`src/rtl/rgb2hsv_pkg.sv`:
```
// ----------------------------------------------------------------------------
// rgb2hsv_pkg
// Shared widths and default fixed-point settings for the RGB to HSV converter.
// ----------------------------------------------------------------------------
package rgb2hsv_pkg;

	localparam int PIX_W = 8;
	localparam int HUE_W = 13;
	localparam int SAT_W = 13;

	localparam int HUE_FRACTION_BITS_DEF = 4;
	localparam int SAT_FRACTION_BITS_DEF = 12;

	// a tee of six 60 degree sectors, in whole degrees
	localparam int DEG_PER_SECTOR = 60;

endpackage

```
`src/rtl/rgb_to_hsv_converter.sv`:
```
// ----------------------------------------------------------------------------
// rgb_to_hsv_converter
// Pipelined conversion of one 8-bit RGB pixel per clock into hue, saturation
// and value unless stalled, with both divisions done one quotient bit per stage.
// ----------------------------------------------------------------------------
// usage
//   pixel channel: red, green, blue with pixel_valid / pixel_ready
//   hsv channel: hue, saturation, brightness with hsv_valid / hsv_ready
//   a beat is taken on each channel when its valid and ready are both high
//   hue is in 1/2^HUE_FRACTION_BITS degree, saturation in 1/2^SAT_FRACTION_BITS
//   from the input beat to hsv_valid a pixel passes the front-end register, the
//   dividend register, the NDIV divider stages and the output register, where
//   NDIV = max(9 + HUE_FRACTION_BITS, SAT_FRACTION_BITS + 1)
//   throughput is one pixel per cycle while hsv_ready does not stall the output;
//   the restoring divider chain of NDIV stages retires one quotient bit of hue
//   and of saturation each every stage
//   each stage holds its beat until the next one is free, so a stall at the
//   output fills the empty stages first and drops or repeats nothing
//   reset empties the pipeline; no beat is in flight afterwards
// ----------------------------------------------------------------------------
module rgb_to_hsv_converter
	import rgb2hsv_pkg::*;
#(
	parameter int HUE_FRACTION_BITS = HUE_FRACTION_BITS_DEF,
	parameter int SAT_FRACTION_BITS = SAT_FRACTION_BITS_DEF
) (
	input  logic             clk,
	input  logic             arst_n,
	input  logic             pixel_valid,
	output logic             pixel_ready,
	input  logic [PIX_W-1:0] red,
	input  logic [PIX_W-1:0] green,
	input  logic [PIX_W-1:0] blue,
	output logic             hsv_valid,
	input  logic             hsv_ready,
	output logic [HUE_W-1:0] hue,
	output logic [SAT_W-1:0] saturation,
	output logic [PIX_W-1:0] brightness
);

	localparam int HQ_W = 9 + HUE_FRACTION_BITS;
	localparam int SQ_W = SAT_FRACTION_BITS + 1;
	localparam int NDIV = (HQ_W > SQ_W) ? HQ_W : SQ_W;
	localparam int DW   = NDIV + PIX_W;
	localparam int T_W  = PIX_W + 3;
	localparam int SC   = DEG_PER_SECTOR << HUE_FRACTION_BITS;

	typedef struct packed {
		logic [PIX_W-1:0] hrem;
		logic [NDIV-1:0]  hqd;
		logic [PIX_W-1:0] hdiv;
		logic [PIX_W-1:0] srem;
		logic [NDIV-1:0]  sqd;
		logic [PIX_W-1:0] sdiv;
		logic             hue_zero;
		logic             sat_zero;
		logic [PIX_W-1:0] bright;
	} div_stage_t;

	// front end
	logic             red_max, green_max;
	logic [PIX_W-1:0] mx, mn, dd;
	logic [T_W-1:0]   tt;

	logic             v_s1;
	logic [T_W-1:0]   t_s1;
	logic [PIX_W-1:0] d_s1, mx_s1;
	logic             adv_s1;

	div_stage_t       ds_s   [0:NDIV];
	logic             dv_s   [0:NDIV];
	logic             dadv   [0:NDIV];

	logic [DW-1:0]    hnum, snum;

	logic             valid_q;
	logic             out_adv;
	logic [HUE_W-1:0] hue_q;
	logic [SAT_W-1:0] sat_q;
	logic [PIX_W-1:0] bright_q;

	// handshake chain, each stage moves when it is empty or its successor moves
	assign out_adv      = !valid_q || hsv_ready;
	assign dadv[NDIV]   = !dv_s[NDIV] || out_adv;

	for (genvar k = 0; k < NDIV; k++) begin : g_adv
		assign dadv[k] = !dv_s[k] || dadv[k+1];
	end

	assign adv_s1      = !v_s1 || dadv[0];
	assign pixel_ready = adv_s1;

	// max, min and the sector numerator
	always_comb begin
		red_max   = (red >= green) && (red >= blue);
		green_max = !red_max && (green >= blue);
		mx = red_max ? red : (green_max ? green : blue);
		if ((red <= green) && (red <= blue)) begin
			mn = red;
		end else if (green <= blue) begin
			mn = green;
		end else begin
			mn = blue;
		end
		dd = mx - mn;
		if (red_max) begin
			if (green >= blue) begin
				tt = T_W'(green) - T_W'(blue);
			end else begin
				tt = T_W'({dd, 2'b00}) + T_W'({dd, 1'b0}) + T_W'(green) - T_W'(blue);
			end
		end else if (green_max) begin
			tt = T_W'({dd, 1'b0}) + T_W'(blue) - T_W'(red);
		end else begin
			tt = T_W'({dd, 2'b00}) + T_W'(red) - T_W'(green);
		end
	end

	always_ff @(posedge clk or negedge arst_n) begin
		if (!arst_n) begin
			v_s1 <= 1'b0;
		end else if (adv_s1) begin
			v_s1 <= pixel_valid;
		end
	end

	always_ff @(posedge clk) begin
		if (adv_s1) begin
			t_s1  <= tt;
			d_s1  <= dd;
			mx_s1 <= mx;
		end
	end

	// scaled dividends
	assign hnum = DW'(t_s1) * DW'(SC);
	assign snum = DW'(d_s1) << SAT_FRACTION_BITS;

	always_ff @(posedge clk or negedge arst_n) begin
		if (!arst_n) begin
			dv_s[0] <= 1'b0;
		end else if (dadv[0]) begin
			dv_s[0] <= v_s1;
		end
	end

	always_ff @(posedge clk) begin
		if (dadv[0]) begin
			ds_s[0].hrem     <= hnum[DW-1:NDIV];
			ds_s[0].hqd      <= hnum[NDIV-1:0];
			ds_s[0].hdiv     <= d_s1;
			ds_s[0].srem     <= snum[DW-1:NDIV];
			ds_s[0].sqd      <= snum[NDIV-1:0];
			ds_s[0].sdiv     <= mx_s1;
			ds_s[0].hue_zero <= (d_s1 == '0);
			ds_s[0].sat_zero <= (mx_s1 == '0);
			ds_s[0].bright   <= mx_s1;
		end
	end

	// restoring division, one quotient bit of each result per stage
	for (genvar k = 0; k < NDIV; k++) begin : g_div
		logic [PIX_W:0] hx, sx;
		logic           hge, sge;

		assign hx  = {ds_s[k].hrem, ds_s[k].hqd[NDIV-1]};
		assign sx  = {ds_s[k].srem, ds_s[k].sqd[NDIV-1]};
		assign hge = hx >= {1'b0, ds_s[k].hdiv};
		assign sge = sx >= {1'b0, ds_s[k].sdiv};

		always_ff @(posedge clk or negedge arst_n) begin
			if (!arst_n) begin
				dv_s[k+1] <= 1'b0;
			end else if (dadv[k+1]) begin
				dv_s[k+1] <= dv_s[k];
			end
		end

		always_ff @(posedge clk) begin
			if (dadv[k+1]) begin
				ds_s[k+1].hrem     <= hge ? PIX_W'(hx - {1'b0, ds_s[k].hdiv}) : hx[PIX_W-1:0];
				ds_s[k+1].hqd      <= {ds_s[k].hqd[NDIV-2:0], hge};
				ds_s[k+1].hdiv     <= ds_s[k].hdiv;
				ds_s[k+1].srem     <= sge ? PIX_W'(sx - {1'b0, ds_s[k].sdiv}) : sx[PIX_W-1:0];
				ds_s[k+1].sqd      <= {ds_s[k].sqd[NDIV-2:0], sge};
				ds_s[k+1].sdiv     <= ds_s[k].sdiv;
				ds_s[k+1].hue_zero <= ds_s[k].hue_zero;
				ds_s[k+1].sat_zero <= ds_s[k].sat_zero;
				ds_s[k+1].bright   <= ds_s[k].bright;
			end
		end
	end

	// output register, hue forced to zero for grey pixels and saturation for black ones
	always_ff @(posedge clk or negedge arst_n) begin
		if (!arst_n) begin
			valid_q <= 1'b0;
		end else if (out_adv) begin
			valid_q <= dv_s[NDIV];
		end
	end

	always_ff @(posedge clk) begin
		if (out_adv) begin
			hue_q    <= ds_s[NDIV].hue_zero ? '0 : HUE_W'(ds_s[NDIV].hqd);
			sat_q    <= ds_s[NDIV].sat_zero ? '0 : SAT_W'(ds_s[NDIV].sqd);
			bright_q <= ds_s[NDIV].bright;
		end
	end

	assign hsv_valid  = valid_q;
	assign hue        = hue_q;
	assign saturation = sat_q;
	assign brightness = bright_q;

endmodule
```
`config.mk`:
```
export PLATFORM = sky130hd
export DESIGN_NAME = rgb_to_hsv_converter
export DESIGN_NICKNAME = d
export VERILOG_FILES = /design/src/rtl/rgb2hsv_pkg.sv /design/src/rtl/rgb_to_hsv_converter.sv
export SDC_FILE = /design/constraint.sdc
export NUM_CORES = 1
export LEC_CHECK = 0
export BUFFER_PORTS_ARGS = -buffer_cell sky130_fd_sc_hd__buf_2
export CELL_PAD_IN_SITES_DETAIL_PLACEMENT = 1
export CELL_PAD_IN_SITES_GLOBAL_PLACEMENT = 2
export CORE_UTILIZATION = 25
export DETAILED_ROUTE_END_ITERATION = 7
export PLACE_DENSITY = 0.51
export SLEW_MARGIN = 20
export SYNTH_ARGS = -nofsm -noshare
export SYNTH_HDL_FRONTEND = slang
export SYNTH_SLANG_ARGS = --single-unit
```
`constraint.sdc`:
```
create_clock -name clk -period 8.4 [get_ports clk]
set_clock_uncertainty 0.1 [all_clocks]
set_input_delay 0.84 -clock clk [delete_from_list [all_inputs] [get_ports clk]]
set_output_delay 0.84 -clock clk [all_outputs]
set_load 0.01 [all_outputs]
```
After elaboration in Yosys (flattened, before gate mapping) --
Memories as Yosys holds them, arrays and structs flattened. Index checks and enable logic that the tools add are counted.
Cells by class: add/sub/neg operators 35, multiply operators 1, order comparisons 32, multiplexer cells 61, reduce and logical (&&, ||, !) cells 38
Operators by type and width (count):
- $mux W8 | 30
- $ge A9 B8 Y1 | 26
- $sub A8 B8 Y8 | 27
- $mux W11 | 3
- $mux W1 | 28
- $ge A8 B8 Y1 | 3
- $le A8 B8 Y1 | 3
- $sub A11 B8 Y11 | 2
- $logic_not A1 Y1 | 17
- $logic_not A8 Y1 | 2
- $logic_or A1 B1 Y1 | 16
- $mul A11 B4 Y15 const B | 1
- $add A10 B8 Y11 | 1
- $add A10 B9 Y11 | 1
- $add A11 B8 Y11 | 1
- $sub A10 B8 Y11 | 1
- $add A9 B8 Y10 | 1
- $sub A8 B8 Y9 | 1
- $logic_and A1 B1 Y1 | 3
Storage, ports and cells: register bits after elaboration 77, memory bits (writable) 952, output and inout port bits 36, logic and storage cells 190, memories 1
Memories:
- ds_s | words 14, width 68, rd ports 14, clocked after memory_dff 0, write ports 14, line rgb_to_hsv_converter.sv:70 | div_stage_t ds_s [0:NDIV];

Logic depth before layout (Yosys ltp) --
depth after elaboration 18, depth in mapped cells 29, gate-level depth less buffers 29

Least setup slack after synthesis --
No wires, ideal clock.
path kind input to output, start input port hsv_ready, end output port pixel_ready, data arrival time 5874 ps, data required time 7460 ps, path slack 1586 ps, cell stages on the path 10, buffers on the path 0, cells stage by stage nand2b_1 -> nor2_1 -> inv_1 -> nor2_1 -> and2_1 -> and3_1 -> and3_1 -> nand3_1 -> nor2_1 -> nand4_1
RTL lines:
- start, declared | line rgb_to_hsv_converter.sv:35 | input logic hsv_ready,
- end, declared | line rgb_to_hsv_converter.sv:30 | output logic pixel_ready,

Final worst setup path --
start input port green[7], end register t_s1[10], data pin
On the way: word-level cells in the longest chain between the ends 12, elaborated cells on any way between the ends 24, those cells by class add/sub (9); order compare (4); mux (7); reduce/logical (4)
RTL lines:
- start, declared | line rgb_to_hsv_converter.sv:32 | input logic [PIX_W-1:0] green,
- $ge A8 B8 Y1 | line rgb_to_hsv_converter.sv:95 | red_max = (red >= green) && (red >= blue);
- $logic_and A1 B1 Y1 | line rgb_to_hsv_converter.sv:95
- $logic_not A1 Y1 | line rgb_to_hsv_converter.sv:96 | green_max = !red_max && (green >= blue);
- $logic_and A1 B1 Y1 | line rgb_to_hsv_converter.sv:96
- $mux W8 (2 in a row) | line rgb_to_hsv_converter.sv:97 | mx = red_max ? red : (green_max ? green : blue);
- $sub A8 B8 Y8 * | line rgb_to_hsv_converter.sv:105 | dd = mx - mn;
- named net dd[4] | line rgb_to_hsv_converter.sv:62 | logic [PIX_W-1:0] mx, mn, dd;
- $add A10 B9 Y11 | line rgb_to_hsv_converter.sv:110 | tt = T_W'({dd, 2'b00}) + T_W'({dd, 1'b0}) + T_W'(green) - T_W'(blue);
- $add A11 B8 Y11 | line rgb_to_hsv_converter.sv:110
- $sub A11 B8 Y11 | line rgb_to_hsv_converter.sv:110
- $mux W11 | line rgb_to_hsv_converter.sv:107 | if (green >= blue) begin
- $mux W11 * | line rgb_to_hsv_converter.sv:106 | if (red_max) begin
- named net tt[10] | line rgb_to_hsv_converter.sv:63 | logic [T_W-1:0] tt;
- end signal, assigned | line rgb_to_hsv_converter.sv:129 | t_s1 <= tt;
- end, declared | line rgb_to_hsv_converter.sv:66 | logic [T_W-1:0] t_s1;
The timed path passes the listed nets; every way through them passes the cells marked *. A chain may end at the register's enable or synchronous reset.

==> summary.txt <==
Hold path
  – Worst Hold Path EP: ds_s[5][51]$_DFFE_PP_
  – Hold Crit Start: ds_s[4][50]$_DFFE_PP_
  – Hold Crit Class: flop to flop
  – Hold Crit Depth: 0

Detailed routing
  – Drt first-iter violations: 597
  – Post-route DRC: 0
  – Drt wl/cell: 15.7 um
  – Via-per-instance ratio: 4.18
  – DRT Pass-1 Iters: 4
  – Routed wire length: 77500 um
  – Final ANT Viol Nets: 0
  – Total number of vias: 20700

GRT
  – Initial antenna violation count: 1
  – Vias in the first global route: 23400
  – GRT overflow: 0
  – Pin count of the biggest net entering global routing: 60
  – GRT Overall Usage: 10.7%
  – First-pass GRT wire length: 126000 um

Yosys
  – #FFs+latches synth: 731
  – Avg Inst Size Synth: 13.2 um^2
  – Post-synth EDFFs: 715
  – Main flop type after synthesis: edfxtp_1
  – Mapped Nets: 3192
  – Synth Cell Area: 36800 um^2
  – Share of flip-flops with an asynchronous set or reset: 2.19%
  – Cell variety after synth: 58
  – Yosys warnings: 0
  – Post-Synthesis Cells: 2793
  – Seq/Total Area, Yosys: 59.4%

Setup path
  – Crit Path Max Fanout: 24
  – Reg-to-reg startpoint: hsv_valid$_DFFE_PN0P_
  – Worst r2r path cells: 11
  – Worst setup SP type: input pin
  – CP arrival: 7.05 ns
  – Reg-to-reg critical path endpoint: ds_s[0][45]$_DFFE_PP_
  – Slowest cell on crit path: o2bb2ai_2
  – Worst path max stage delay: 0.77 ns
  – Setup crit end kind: flop
  – CP most frequent cell: inv_1
  – Reg2reg setup slack: 3.65 ns
  – Worst Path Required: 8.71 ns
  – Critical path class: input pin to flop

Clocking
  – H-tree levels: 3
  – CTS tree: done
  – Setup bufs post-CTS: 0
  – CTS Buf Count: 88
  – Worst skew pair latency: 0.68 ns
  – PostCTS Resize Cnt: 0
  – CTS sink count: 731
  – Clk buf depth: 3
  – Root buffer cell: clkbuf_16
  – Clock slew at reported path FFs: 0.06 ns

Layout
  – Ratio of cells with drive above 1 in the final layout: 12.6%
  – Final instance area: 42600 um^2
  – Layout area overhead: 15.6%
  – # nets final: 3353
  – Util after Layout: 29.2%
  – Diode count: 0

Place
  – Routability Congestion: 0.789
  – Area after DPL: 39700 um^2
  – HPWL Detailed: 60700 um
  – Buffers on Ports: 63

Timing
  – Min cycle time layout: 6.74 ns
  – Max_slew headroom: 31.1%
  – Final setup vio count: 0
  – Setup TNS: 0 ns
  – Max Freq: 148 MHz
  – Final hold vios: 0
  – RSZ-0062 raised after global routing: false
  – Slew Viols, Final: 0
  – Worst Max-Slew Pin Slew: 1.03 ns
  – Tcrit/Tclk final: 80.3%

Floorplan
  – Die Width: 386 um
  – Starting Density: 25.2%
  – I/O pin total: 64
  – Die area: 149000 um^2
  – Site row count: 140
  – Core Region: 146000 um^2
  – Die span in y: 386 um

Job
  – Maxcap violations: 0

Run status
  – Run status: finished, final reports clean
## area by class of cell
class	instances	area [um^2]
Tap cell	1917	2400
Sequential cell	731	21900
Clock inverter	56	607
Clock buffer	107	2290
Inverter	417	1570
Timing Repair Buffer	83	468
Fill cell	15600	103000
Multi-Input combinational cell	1633	13400
## worst max-delay path by stage
stage	start	end	slack, ns
after floorplan	hsv_ready	pixel_ready	1.59
after global placement	green[7]	t_s1[10]$_DFFE_PP_	0.95
after detailed placement	green[7]	t_s1[9]$_DFFE_PP_	0.94
after CTS	green[7]	t_s1[9]$_DFFE_PP_	1.66
after global routing	green[7]	t_s1[10]$_DFFE_PP_	1.15
final	green[7]	t_s1[10]$_DFFE_PP_	1.66
## synth_stat cells (6+ instances only)
master    instances  area, um^2
xor2_1           42         368
nand2b_1         44         275
mux2_2          116        1310
nor3_1           10        50.1
edfxtp_1        715       21500
fa_1             76        1520
a21boi_0         73         548
a21oi_1          63         315
nand4_1          35         219
nand2_1         104         390
a311oi_1         23         201
nand3_1          26         130
a211oi_1          6        45.0
nor2_1          218         818
a21o_1           42         315
inv_1           417        1570
o21a_1            8        60.1
xnor2_1          72         631
a31oi_1           7        43.8
nor2_2           25         156
ha_1            295        3690
dfrtp_1          16         400
nor2b_1          88         551
clkbuf_1         10        37.5
o21bai_1          7        52.6
mux2i_1          43         430
o21ai_0         160         801
## sequential cells by signal, indices dropped and copies added, names as in the netlist
register	cells
d_s1	8
hsv_valid	1
mx_s1	8
dv_s	14
hue	13
t_s1	11
ds_s	654
brightness	8
v_s1	1
saturation	13
## layer usage
metal / vias up / track usage (%) / part of all wire [%]
li1: 10200 / - / -
met5: - / 0 / 0
met4: 0 / 2.95 / 2.3
met2: 194 / 21.0 / 55
met1: 10200 / 11.4 / 40
met3: 115 / 2.16 / 2.9
## per-stage QoR
step	hold WS (ns)	std cells	setup slack (ns)
final	0.280	4944	1.66
after global routing	0.281	4944	1.15
after CTS	0.276	4944	1.66
after detailed placement	0.305	4780	0.942
after global placement	0.300	4780	0.955
after floorplan	0.300	2793	1.59
## worst max-delay path, delay by kind of cell
family / cells / cell delay (ns)
AND/OR/NAND/NOR: 6 / 0.76
AO/OA/AOI/OAI: 9 / 2.05
XOR/XNOR: 2 / 0.49
buffers and inverters: 5 / 0.63
adder cells (fa/ha/maj): 6 / 2.30
## layout by cell type (no fill, tap or decap), drive strengths merged, types with 3 or more instances in the layout
cell	count
a21oi	66
nand2	104
or2	5
o21ai	161
clkinvlp	7
xor2	43
edfxtp	715
mux2	116
inv	419
o21bai	7
a31oi	7
buf	82
a21o	42
bufinv	8
nand4	36
ha	295
o21a	8
mux2i	44
fa	76
nand3	26
or4	5
a21boi	73
and3	5
xnor2	73
o41ai	3
nor2	243
a211oi	6
nor2b	88
o211ai	3
a311oi	23
dfrtp	16
nand2b	44
clkinv	39
clkbuf	107
nor3	10
## what timing repair did
action | 4_1_cts | 5_1_grt
endpoints found under the setup margin | 0 | 0
endpoints found under the hold margin | 7 | 0
hold buffers | 1 | 0
## cells by family after synthesis
group | after synthesis | share of synthesized area (%)
xor gates and xnor gates | 116 | 2.80
DFF | 731 | 59.4
AOI/OAI and AO/OA | 410 | 6.98
buffers and inverters | 429 | 4.38
muxes | 160 | 4.78
adders and majority gates | 371 | 14.2
and+or+nand+nor | 576 | 7.53
Power is left out: the tool's default activity adds up to more than one toggle a clock period on the data nets, which glitch-free logic cannot reach.
